File: config.mk
export PLATFORM = sky130hd
export DESIGN_NAME = chroma_chord_template_match
export DESIGN_NICKNAME = d
export VERILOG_FILES = /design/src/rtl/core/cctm_pkg.sv /design/src/rtl/core/cctm_front.sv /design/src/rtl/core/cctm_queue.sv /design/src/rtl/core/cctm_back.sv /design/src/rtl/core/chroma_chord_template_match.sv
export SDC_FILE = /design/constraint.sdc
export NUM_CORES = 2
export LEC_CHECK = 0
export ABC_AREA = 1
export BUFFER_PORTS_ARGS = -buffer_cell sky130_fd_sc_hd__buf_4
export CORE_MARGIN = 1.5
export CORE_UTILIZATION = 45
export CTS_CLUSTER_DIAMETER = 50
export CTS_CLUSTER_SIZE = 25
export DETAILED_ROUTE_END_ITERATION = 12
export SYNTH_ARGS = -nofsm -noshare
export SYNTH_HDL_FRONTEND = slang
export SYNTH_SLANG_ARGS = --single-unit
File: constraint.sdc
create_clock -name clk -period 11.4 [get_ports clk]
set_input_delay 1.14 -clock clk [delete_from_list [all_inputs] [get_ports clk]]
set_output_delay 1.14 -clock clk [all_outputs]
set_load 0.005 [all_outputs]
File: src/rtl/core/cctm_pkg.sv
package cctm_pkg;

    localparam int BinCountDefault    = 2048;
    localparam int OctaveCountDefault = 8;
    localparam int MagW   = 24;
    localparam int SumW   = 32;
    localparam int ScoreW = 34;
    localparam int RateW  = 18;
    localparam logic [RateW-1:0] RateReset = 18'd44100;
    localparam int QueueDepth = 4;

    typedef struct packed {
        logic [MagW-1:0] magnitude;
        logic            last_bin;
    } in_beat_t;

    typedef struct packed {
        logic              chord_found;
        logic [3:0]        root_note;
        logic [1:0]        chord_quality;
        logic [ScoreW-1:0] best_score;
    } out_beat_t;

    typedef enum logic [1:0] {
        QUAL_MAJOR = 2'd0,
        QUAL_MINOR = 2'd1,
        QUAL_MAJ7  = 2'd2
    } quality_t;

    typedef enum logic [1:0] {
        BK_IDLE  = 2'd0,
        BK_SCORE = 2'd1,
        BK_DONE  = 2'd2
    } back_state_t;

    // One queued job: a peak to place into a pitch class, or the end of a frame.
    typedef struct packed {
        logic            is_last;
        logic            is_peak;
        logic [12:0]     idx;
        logic [MagW-1:0] mag;
    } job_t;

    function automatic logic [15:0] note_hz100(input logic [3:0] n);
        case (n)
            4'd0:    return 16'd1635;
            4'd1:    return 16'd1732;
            4'd2:    return 16'd1835;
            4'd3:    return 16'd1945;
            4'd4:    return 16'd2060;
            4'd5:    return 16'd2183;
            4'd6:    return 16'd2312;
            4'd7:    return 16'd2450;
            4'd8:    return 16'd2596;
            4'd9:    return 16'd2750;
            4'd10:   return 16'd2914;
            4'd11:   return 16'd3087;
            default: return 16'd0;
        endcase
    endfunction

    // Doubled boundary products, wrapping across octaves at C and B.
    function automatic logic [33:0] lower2(input logic [3:0] n);
        if (n == 4'd0)
            return {2'b0, 32'(note_hz100(4'd0)) * 32'(note_hz100(4'd11))};
        return {1'b0, 32'(note_hz100(n)) * 32'(note_hz100(n - 4'd1)), 1'b0};
    endfunction

    function automatic logic [33:0] upper2(input logic [3:0] n);
        if (n == 4'd11)
            return {32'(note_hz100(4'd11)) * 32'(note_hz100(4'd0)), 2'b0};
        return {1'b0, 32'(note_hz100(n)) * 32'(note_hz100(n + 4'd1)), 1'b0};
    endfunction

    function automatic logic [3:0] tmpl_iv(input logic [1:0] t, input logic [1:0] k);
        case (k)
            2'd0:    return 4'd0;
            2'd1:    return (t == QUAL_MINOR) ? 4'd3 : 4'd4;
            2'd2:    return 4'd7;
            default: return (t == QUAL_MAJ7) ? 4'd11 : 4'd0;
        endcase
    endfunction

endpackage

File: src/rtl/core/cctm_front.sv
module cctm_front
    import cctm_pkg::*;
#(
    parameter int BIN_COUNT = BinCountDefault
) (
    input  logic     clk,
    input  logic     rst_n,
    input  logic     take,
    input  in_beat_t beat,
    output logic     push,
    output job_t     job
);

    localparam int IdxW = $clog2(BIN_COUNT);

    logic [MagW-1:0] older_reg, center_reg;
    logic [IdxW-1:0] count_reg;
    logic            peak;

    assign peak = (count_reg >= IdxW'(2)) && (center_reg > older_reg)
                  && (center_reg > beat.magnitude);

    always_comb
    begin
        job.is_last = beat.last_bin;
        job.is_peak = peak;
        job.idx     = 13'(count_reg - IdxW'(1));
        job.mag     = center_reg;
    end
    assign push = take && (peak || beat.last_bin);

    always_ff @(posedge clk or negedge rst_n)
    begin
        if (!rst_n)
        begin
            older_reg  <= '0;
            center_reg <= '0;
            count_reg  <= '0;
        end
        else if (take)
        begin
            if (beat.last_bin)
            begin
                older_reg  <= '0;
                center_reg <= '0;
                count_reg  <= '0;
            end
            else
            begin
                older_reg  <= center_reg;
                center_reg <= beat.magnitude;
                if (count_reg < IdxW'(BIN_COUNT - 1))
                    count_reg <= count_reg + IdxW'(1);
            end
        end
    end

endmodule

File: src/rtl/core/cctm_queue.sv
module cctm_queue
    import cctm_pkg::*;
(
    input  logic clk,
    input  logic rst_n,
    input  logic push,
    input  job_t push_job,
    input  logic pop,
    output logic empty,
    output logic almost_full,
    output job_t head
);

    localparam int PtrW = $clog2(QueueDepth);

    job_t          mem_reg [QueueDepth];
    logic [PtrW-1:0] wr_reg, rd_reg;
    logic [PtrW:0]   cnt_reg;

    assign empty       = (cnt_reg == '0);
    assign almost_full = (cnt_reg >= (PtrW+1)'(QueueDepth - 1));
    assign head        = mem_reg[rd_reg];

    always_ff @(posedge clk)
    begin
        if (push)
            mem_reg[wr_reg] <= push_job;
    end

    always_ff @(posedge clk or negedge rst_n)
    begin
        if (!rst_n)
        begin
            wr_reg  <= '0;
            rd_reg  <= '0;
            cnt_reg <= '0;
        end
        else
        begin
            if (push)
                wr_reg <= wr_reg + PtrW'(1);
            if (pop)
                rd_reg <= rd_reg + PtrW'(1);
            cnt_reg <= cnt_reg + (PtrW+1)'(push) - (PtrW+1)'(pop);
        end
    end

endmodule

File: src/rtl/core/cctm_back.sv
module cctm_back
    import cctm_pkg::*;
#(
    parameter int BIN_COUNT   = BinCountDefault,
    parameter int OCTAVE_COUNT = OctaveCountDefault
) (
    input  logic             clk,
    input  logic             rst_n,
    input  logic [RateW-1:0] sample_rate,
    input  logic             empty,
    input  job_t             head,
    output logic             pop,
    output logic             idle,
    output logic             result_valid,
    output out_beat_t        result
);

    localparam int Log2Bins = $clog2(2 * BIN_COUNT);
    // fq fits 13+18+6-12 bits; lhs = 20000*fq^2 compared against products << (12+2*o).
    localparam int FqW  = 26;
    localparam int SqW  = 52;
    localparam int LhsW = 90;

    back_state_t state_reg, state_next;

    // Peak pipeline: stage 1 frequency, stage 2 square, stage 3 scale by 20000; its output is classified and added.
    logic            v1_reg, v2_reg, v3_reg;
    logic [MagW-1:0] m1_reg, m2_reg, m3_reg;
    logic [FqW-1:0]  fq1_reg;
    logic [SqW-1:0]  sq2_reg;
    logic [LhsW-1:0] lhs3_reg;
    logic [37:0]     prod;

    logic [SumW-1:0] sums_reg [12];
    logic [3:0]      root_reg;
    logic [1:0]      tq_reg, tk_reg;
    logic [ScoreW-1:0] acc_reg, best_reg;
    logic [3:0]      best_root_reg;
    logic [1:0]      best_q_reg;

    logic            hit;
    logic [3:0]      hit_class;
    logic [4:0]      pc_sum;
    logic [3:0]      pc;
    logic [1:0]      tlen_last;
    logic [ScoreW-1:0] acc_new;
    logic            pipe_busy;
    logic            stripped_reg;

    assign pipe_busy = v1_reg || v2_reg || v3_reg;
    assign prod = {7'b0, head.idx, 6'b0} * {20'b0, sample_rate};

    always_comb
    begin
        hit = 1'b0;
        hit_class = '0;
        for (int o = OCTAVE_COUNT - 1; o >= 0; o--)
        begin
            for (int n = 11; n >= 0; n--)
            begin
                if ((lhs3_reg > (LhsW'(lower2(4'(n))) << (12 + 2 * o)))
                    && (lhs3_reg <= (LhsW'(upper2(4'(n))) << (12 + 2 * o))))
                begin
                    hit = 1'b1;
                    hit_class = 4'(n);
                end
            end
        end
    end

    assign pc_sum    = {1'b0, root_reg} + {1'b0, tmpl_iv(tq_reg, tk_reg)};
    assign pc        = (pc_sum >= 5'd12) ? 4'(pc_sum - 5'd12) : pc_sum[3:0];
    assign tlen_last = (tq_reg == QUAL_MAJ7) ? 2'd3 : 2'd2;
    assign acc_new   = acc_reg + ScoreW'(sums_reg[pc]);

    always_comb
    begin
        state_next = state_reg;
        pop = 1'b0;
        case (state_reg)
            BK_IDLE:
            begin
                if (!empty)
                begin
                    if (head.is_peak && !head.is_last)
                        pop = 1'b1;
                    else if (!pipe_busy)
                    begin
                        if (head.is_peak && !stripped_reg)
                            pop = 1'b0;
                        else
                        begin
                            pop = 1'b1;
                            state_next = BK_SCORE;
                        end
                    end
                end
            end
            BK_SCORE:
            begin
                if (root_reg == 4'd11 && tq_reg == QUAL_MAJ7 && tk_reg == tlen_last)
                    state_next = BK_DONE;
            end
            BK_DONE:  state_next = BK_IDLE;
            default:  state_next = BK_IDLE;
        endcase
    end

    // A last bin that is also a peak: its peak part goes first, then the job
    // comes back as a plain end of frame.
    logic strip_peak;
    assign strip_peak = (state_reg == BK_IDLE) && !empty && head.is_peak && head.is_last
                        && !pipe_busy && !stripped_reg;

    assign idle = (state_reg == BK_IDLE) && !pipe_busy;
    assign result_valid = (state_reg == BK_DONE);
    always_comb
    begin
        result.chord_found   = (best_reg != '0);
        result.root_note     = best_root_reg;
        result.chord_quality = best_q_reg;
        result.best_score    = best_reg;
    end

    logic peak_issue;
    assign peak_issue = (pop && head.is_peak && !head.is_last) || strip_peak;

    always_ff @(posedge clk)
    begin
        m1_reg   <= head.mag;
        fq1_reg  <= FqW'(prod >> Log2Bins);
        m2_reg   <= m1_reg;
        sq2_reg  <= SqW'(fq1_reg) * SqW'(fq1_reg);
        m3_reg   <= m2_reg;
        lhs3_reg <= LhsW'(sq2_reg) * LhsW'(20000);
    end

    always_ff @(posedge clk or negedge rst_n)
    begin
        if (!rst_n)
        begin
            state_reg <= BK_IDLE;
            v1_reg <= 1'b0;
            v2_reg <= 1'b0;
            v3_reg <= 1'b0;
            stripped_reg <= 1'b0;
            for (int i = 0; i < 12; i++)
                sums_reg[i] <= '0;
            root_reg <= '0;
            tq_reg <= '0;
            tk_reg <= '0;
            acc_reg <= '0;
            best_reg <= '0;
            best_root_reg <= '0;
            best_q_reg <= '0;
        end
        else
        begin
            state_reg <= state_next;
            v1_reg <= peak_issue;
            v2_reg <= v1_reg;
            v3_reg <= v2_reg;
            if (pop)
                stripped_reg <= 1'b0;
            else if (strip_peak)
                stripped_reg <= 1'b1;
            if (v3_reg && hit)
                sums_reg[hit_class] <= (SumW + 1)'({1'b0, sums_reg[hit_class]}
                    + (SumW + 1)'(m3_reg)) > (SumW + 1)'(33'hFFFFFFFF)
                    ? '1 : sums_reg[hit_class] + SumW'(m3_reg);
            if (state_reg == BK_IDLE && state_next == BK_SCORE)
            begin
                root_reg <= '0;
                tq_reg <= '0;
                tk_reg <= '0;
                acc_reg <= '0;
                best_reg <= '0;
                best_root_reg <= '0;
                best_q_reg <= '0;
            end
            else if (state_reg == BK_SCORE)
            begin
                if (tk_reg == tlen_last)
                begin
                    acc_reg <= '0;
                    tk_reg <= '0;
                    if (acc_new > best_reg)
                    begin
                        best_reg <= acc_new;
                        best_root_reg <= root_reg;
                        best_q_reg <= tq_reg;
                    end
                    if (tq_reg == QUAL_MAJ7)
                    begin
                        tq_reg <= QUAL_MAJOR;
                        root_reg <= root_reg + 4'd1;
                    end
                    else
                        tq_reg <= tq_reg + 2'd1;
                end
                else
                begin
                    acc_reg <= acc_new;
                    tk_reg <= tk_reg + 2'd1;
                end
            end
            else if (state_reg == BK_DONE)
            begin
                for (int i = 0; i < 12; i++)
                    sums_reg[i] <= '0;
            end
        end
    end

endmodule

File: src/rtl/core/chroma_chord_template_match.sv
// Pitch-class chord matcher for one spectrum frame.
// Input: pulse start with in_beat (magnitude, last_bin) while busy is low;
// one beat per bin, bin 0 first. A strict local peak goes through a
// three-stage frequency pipeline and is added, saturating, to one of 12
// pitch-class sums.
// Configuration: cfg_we with cfg_wdata writes sample_rate; write only
// while the block is idle. Reset value is 44100 Hz.
// Output: one beat on done with result, only for a beat marked last_bin.
// Scoring walks 12 roots by 3 templates, one sum term per cycle. Scoring
// starts once the peak pipeline has drained, also of a peak in the bin
// before the last; done rises when scoring ends, and the frame state then
// clears. Bins are taken one per cycle while busy is low; busy rises when
// the job queue holds three jobs or from a frame end until its result is
// out.
// Reset clears all frame state and the queue. The receiver cannot stall:
// done lasts one cycle and is not repeated.
module chroma_chord_template_match
    import cctm_pkg::*;
#(
    parameter int BIN_COUNT    = BinCountDefault,
    parameter int OCTAVE_COUNT = OctaveCountDefault
) (
    input  logic             clk,
    input  logic             rst_n,
    input  logic             start,
    input  in_beat_t         in_beat,
    output logic             busy,
    input  logic             cfg_we,
    input  logic [RateW-1:0] cfg_wdata,
    output logic             done,
    output out_beat_t        result
);

    logic [RateW-1:0] rate_reg;
    logic take, push, pop, empty, almost_full, idle;
    logic frame_open_reg;
    job_t job, head;

    assign take = start && !busy;
    // Hold input off from a frame end until its result is out.
    assign busy = almost_full || frame_open_reg;

    always_ff @(posedge clk or negedge rst_n)
    begin
        if (!rst_n)
        begin
            rate_reg <= RateReset;
            frame_open_reg <= 1'b0;
        end
        else
        begin
            if (cfg_we)
                rate_reg <= cfg_wdata;
            if (take && in_beat.last_bin)
                frame_open_reg <= 1'b1;
            else if (done)
                frame_open_reg <= 1'b0;
        end
    end

    cctm_front #(.BIN_COUNT(BIN_COUNT)) u_front (
        .clk(clk), .rst_n(rst_n), .take(take), .beat(in_beat), .push(push), .job(job)
    );

    cctm_queue u_queue (
        .clk(clk), .rst_n(rst_n), .push(push), .push_job(job), .pop(pop),
        .empty(empty), .almost_full(almost_full), .head(head)
    );

    cctm_back #(.BIN_COUNT(BIN_COUNT), .OCTAVE_COUNT(OCTAVE_COUNT)) u_back (
        .clk(clk), .rst_n(rst_n), .sample_rate(rate_reg), .empty(empty), .head(head),
        .pop(pop), .idle(idle), .result_valid(done), .result(result)
    );

`ifndef SYNTHESIS
    a_no_found_zero: assert property (@(posedge clk) disable iff (!rst_n)
        done && !result.chord_found |-> result.best_score == '0)
        else $error("no-chord result with nonzero score");
    a_done_once: assert property (@(posedge clk) disable iff (!rst_n)
        done |=> !done)
        else $error("result repeated");
    a_idle_no_done: assert property (@(posedge clk) disable iff (!rst_n)
        done |-> !idle)
        else $error("result while back end idle");
`endif

endmodule
==> impl_metrics.py <==
metrics = {
    "route": {
        "avgViaCountPerCell": 5.730,
        "wl_met1_um": 154300,
        "highest_layer": "met5",
        "drc": 2,
        "drt_iter0_drc": 8894,
        "routedWlPerCell_um": 27.17,
        "ant_nets": 0,
        "dr_wl_met2_um": 178000,
        "firstDrtPassIters": 11,
        "wl_um": 398500,
        "via_count": 84044,
        "wl_met3_um": 34420,
    },
    "logic_synthesis": {
        "synth_top_cell_by_area": "fa_1",
        "yosysWarnings": 0,
        "synth.distinct_cells": 74,
        "yosysTopAreaCellShare_pct": 17.56,
        "avgSynthCellArea_um2": 7.535,
        "ys_ff_latch": 915,
        "ys_top_cells_by_count": "2657 x inv_1, 2078 x nand2_1, 918 x nor2_1, 893 x a21oi_1, 777 x fa_1",
        "synth.area.top_cells": "fa_1 18%, dfrtp_1 16%, inv_1 11%",
        "synthArstFlopShare_pct": 60.87,
        "synth_ff_type": "dfrtp_1",
        "synthesis.instances": 11753,
        "synth_edf_count": 152,
        "yosysMostFrequentCell": "inv_1",
        "synthesis.nets": 13168,
        "yosysSeqAreaShare_pct": 25.56,
        "synth_area_um2": 88560,
    },
    "clock_network": {
        "htreeDepth": 3,
        "cts.clk_slew.worst_paths_ns": 0.06,
        "cts_hold_buf": 0,
        "clk_path_buf_depth": 3,
        "cts_tree": "done",
        "post_cts_buffers": 0,
        "insertion_delay_ns": 0.86,
        "cts_buffers": 119,
        "cts-resized-gates": 0,
        "cts_sinks": 915,
        "cts_root_buffer": "clkbuf_16",
    },
    "critical_path": {
        "startpoint_type": "register",
        "crit_path_max_fanout": 21,
        "r2r-start": "u_back.lhs3_reg[23]",
        "path_common_cell": "nand2_1",
        "rrSetupSlack_ns": 0.90,
        "crit_type": "reg -> reg",
        "timing.rr.end": "u_back.sums_reg[120]",
        "r2r_cells": 51,
        "slowest_delay_ns": 0.65,
        "critPathCaptureType": "register",
        "slowest_stage": "nor2_1",
        "cp.arrival_ns": 11.25,
        "required_ns": 12.15,
    },
    "timing": {
        "fin_skew_ns": 0.06505,
        "rsz0062_at_grt": "no",
        "fin_ws_ns": 0.8967,
        "setup_viol": 0,
        "fmax_ghz": 0.09521,
        "relSlewSlack_pct": -2.478,
        "drv_slew": 6,
        "worst_pin_slew_ns": 1.527,
        "finalCriticalPeriod_ns": 10.50,
        "finalCritPeriodShare_pct": 92.13,
        "setup_tns_ns": 0,
        "hold_viol_final": 0,
    },
    "global_route": {
        "grt_max_degree": 224,
        "antenna_found_initial": 19,
        "grt_pass1_wl_um": 576500,
        "grt_use_total_pct": 39.76,
        "grt-ovfl-total": 0,
        "grt_pass1_vias": 84497,
    },
    "die": {
        "die_w_um": 446.6,
        "num_rows": 162,
        "start_util_pct": 45.37,
        "fp.dieH_um": 446.6,
        "placeableCoreArea_um2": 195200,
        "io_pins": 90,
        "dieArea_um2": 199500,
    },
    "cells_and_area": {
        "area_growth_pct": 11.38,
        "final_nets": 13346,
        "largest_reg_flops": 384,
        "drive_gt1_share_pct": 8.250,
        "n_fill_cell": 19067,
    },
    "run_status": {
        "violations": "DRC, capacitance limit, slew limit",
        "status": "complete, but fails checks",
    },
    "hold_path": {
        "hp-class": "in -> async",
    },
    "placement": {
        "dp_hpwl_um": 308900,
        "gp_congestion": 1.089,
        "dp_slack_ns": 1.143,
        "numPortBuffers": 89,
    },
    "run": {
        "maxCapViolCount": 1,
    },
}
-- worst max path at each step --
stage,slack (ns),end,startpoint
6_report,0.90,u_back.sums_reg[120],u_back.lhs3_reg[23]
3_3_place_gp,1.16,u_back.sums_reg[376],u_back.lhs3_reg[42]
4_1_cts,1.07,u_back.best_reg[33],u_back.tk_reg[0]
2_1_floorplan,3.05,u_back.best_reg[28],u_back.tk_reg[1]
3_5_place_dp,1.14,u_back.best_reg[26],u_back.tk_reg[0]
5_1_grt,0.11,u_back.best_reg[30],u_back.tk_reg[0]
-- layout make-up --
cell class / count / area (um^2) / area share, %
Multi-Input combinational cell: 7619 / 53570 / 54.30
Sequential cell: 915 / 22650 / 22.96
Inverter: 2723 / 10230 / 10.37
Timing Repair Buffer: 553 / 4434 / 4.495
Tap cell: 2624 / 3283 / 3.328
Clock buffer: 129 / 3108 / 3.151
Clock inverter: 98 / 1360 / 1.379
Antenna cell: 7 / 17.52 / 0.01776
-- cells by family (layout without fill, tap and decap cells) --
| family | count (synthesis) | in the layout | share of synthesized area (%) |
|---|---|---|---|
| flip-flops | 915 | 915 | 25.56 |
| XOR/XNOR | 214 | 214 | 2.116 |
| buffers and inverters | 3219 | 3503 | 14.27 |
| adder cells (fa/ha/maj) | 1368 | 1368 | 25.91 |
| other | 0 | 7 | 0 |
| AND/OR/NAND/NOR | 3998 | 3998 | 19.07 |
| AO/OA/AOI/OAI | 2039 | 2039 | 13.08 |
-- placed cells by master, fill, tap and decap left out, drive strengths merged, types with 54 or more instances in the layout --
cell type  count
inv         2759
nand2       2089
nor2         992
a21oi        894
fa           777
ha           591
o21ai        580
nand3        565
buf          553
dfrtp        551
dfxtp        206
o22ai        193
edfxtp       152
xor2         145
nand4        129
clkbuf       129
nor3         120
xnor2         69
nor4          67
a221oi        54
-- worst max-delay path, delay by kind of cell, from the launching register on --
kind	cells	cell delay, ns
simple gates	25	4.96
flops	1	0.31
compound gates	15	3.54
fa+ha+maj	1	0.23
xor+xnor	1	0.16
buf+inv	9	1.20
-- metal layers --
metal,global-route usage (%),up-vias
li1,-,37398
met1,49.42,40805
met2,62.91,4504
met3,7.902,1319
met4,25.92,18
met5,0,-
-- through the flow --
step                cells  utilization [%]  cell area, um^2  hold WS [ns]
global route        14662            50.53            98630        0.3295
floorplan           11753                -            88560        0.3096
detailed placement  14434            48.24            94160        0.3121
finish              14668            50.54            98640        0.3021
CTS                 14661            50.53            98630        0.3273
global placement    14434            48.24            94160        0.3110
Power is not shown: default switching activity piles up to over one toggle a cycle in this logic, so the estimate is an artifact.
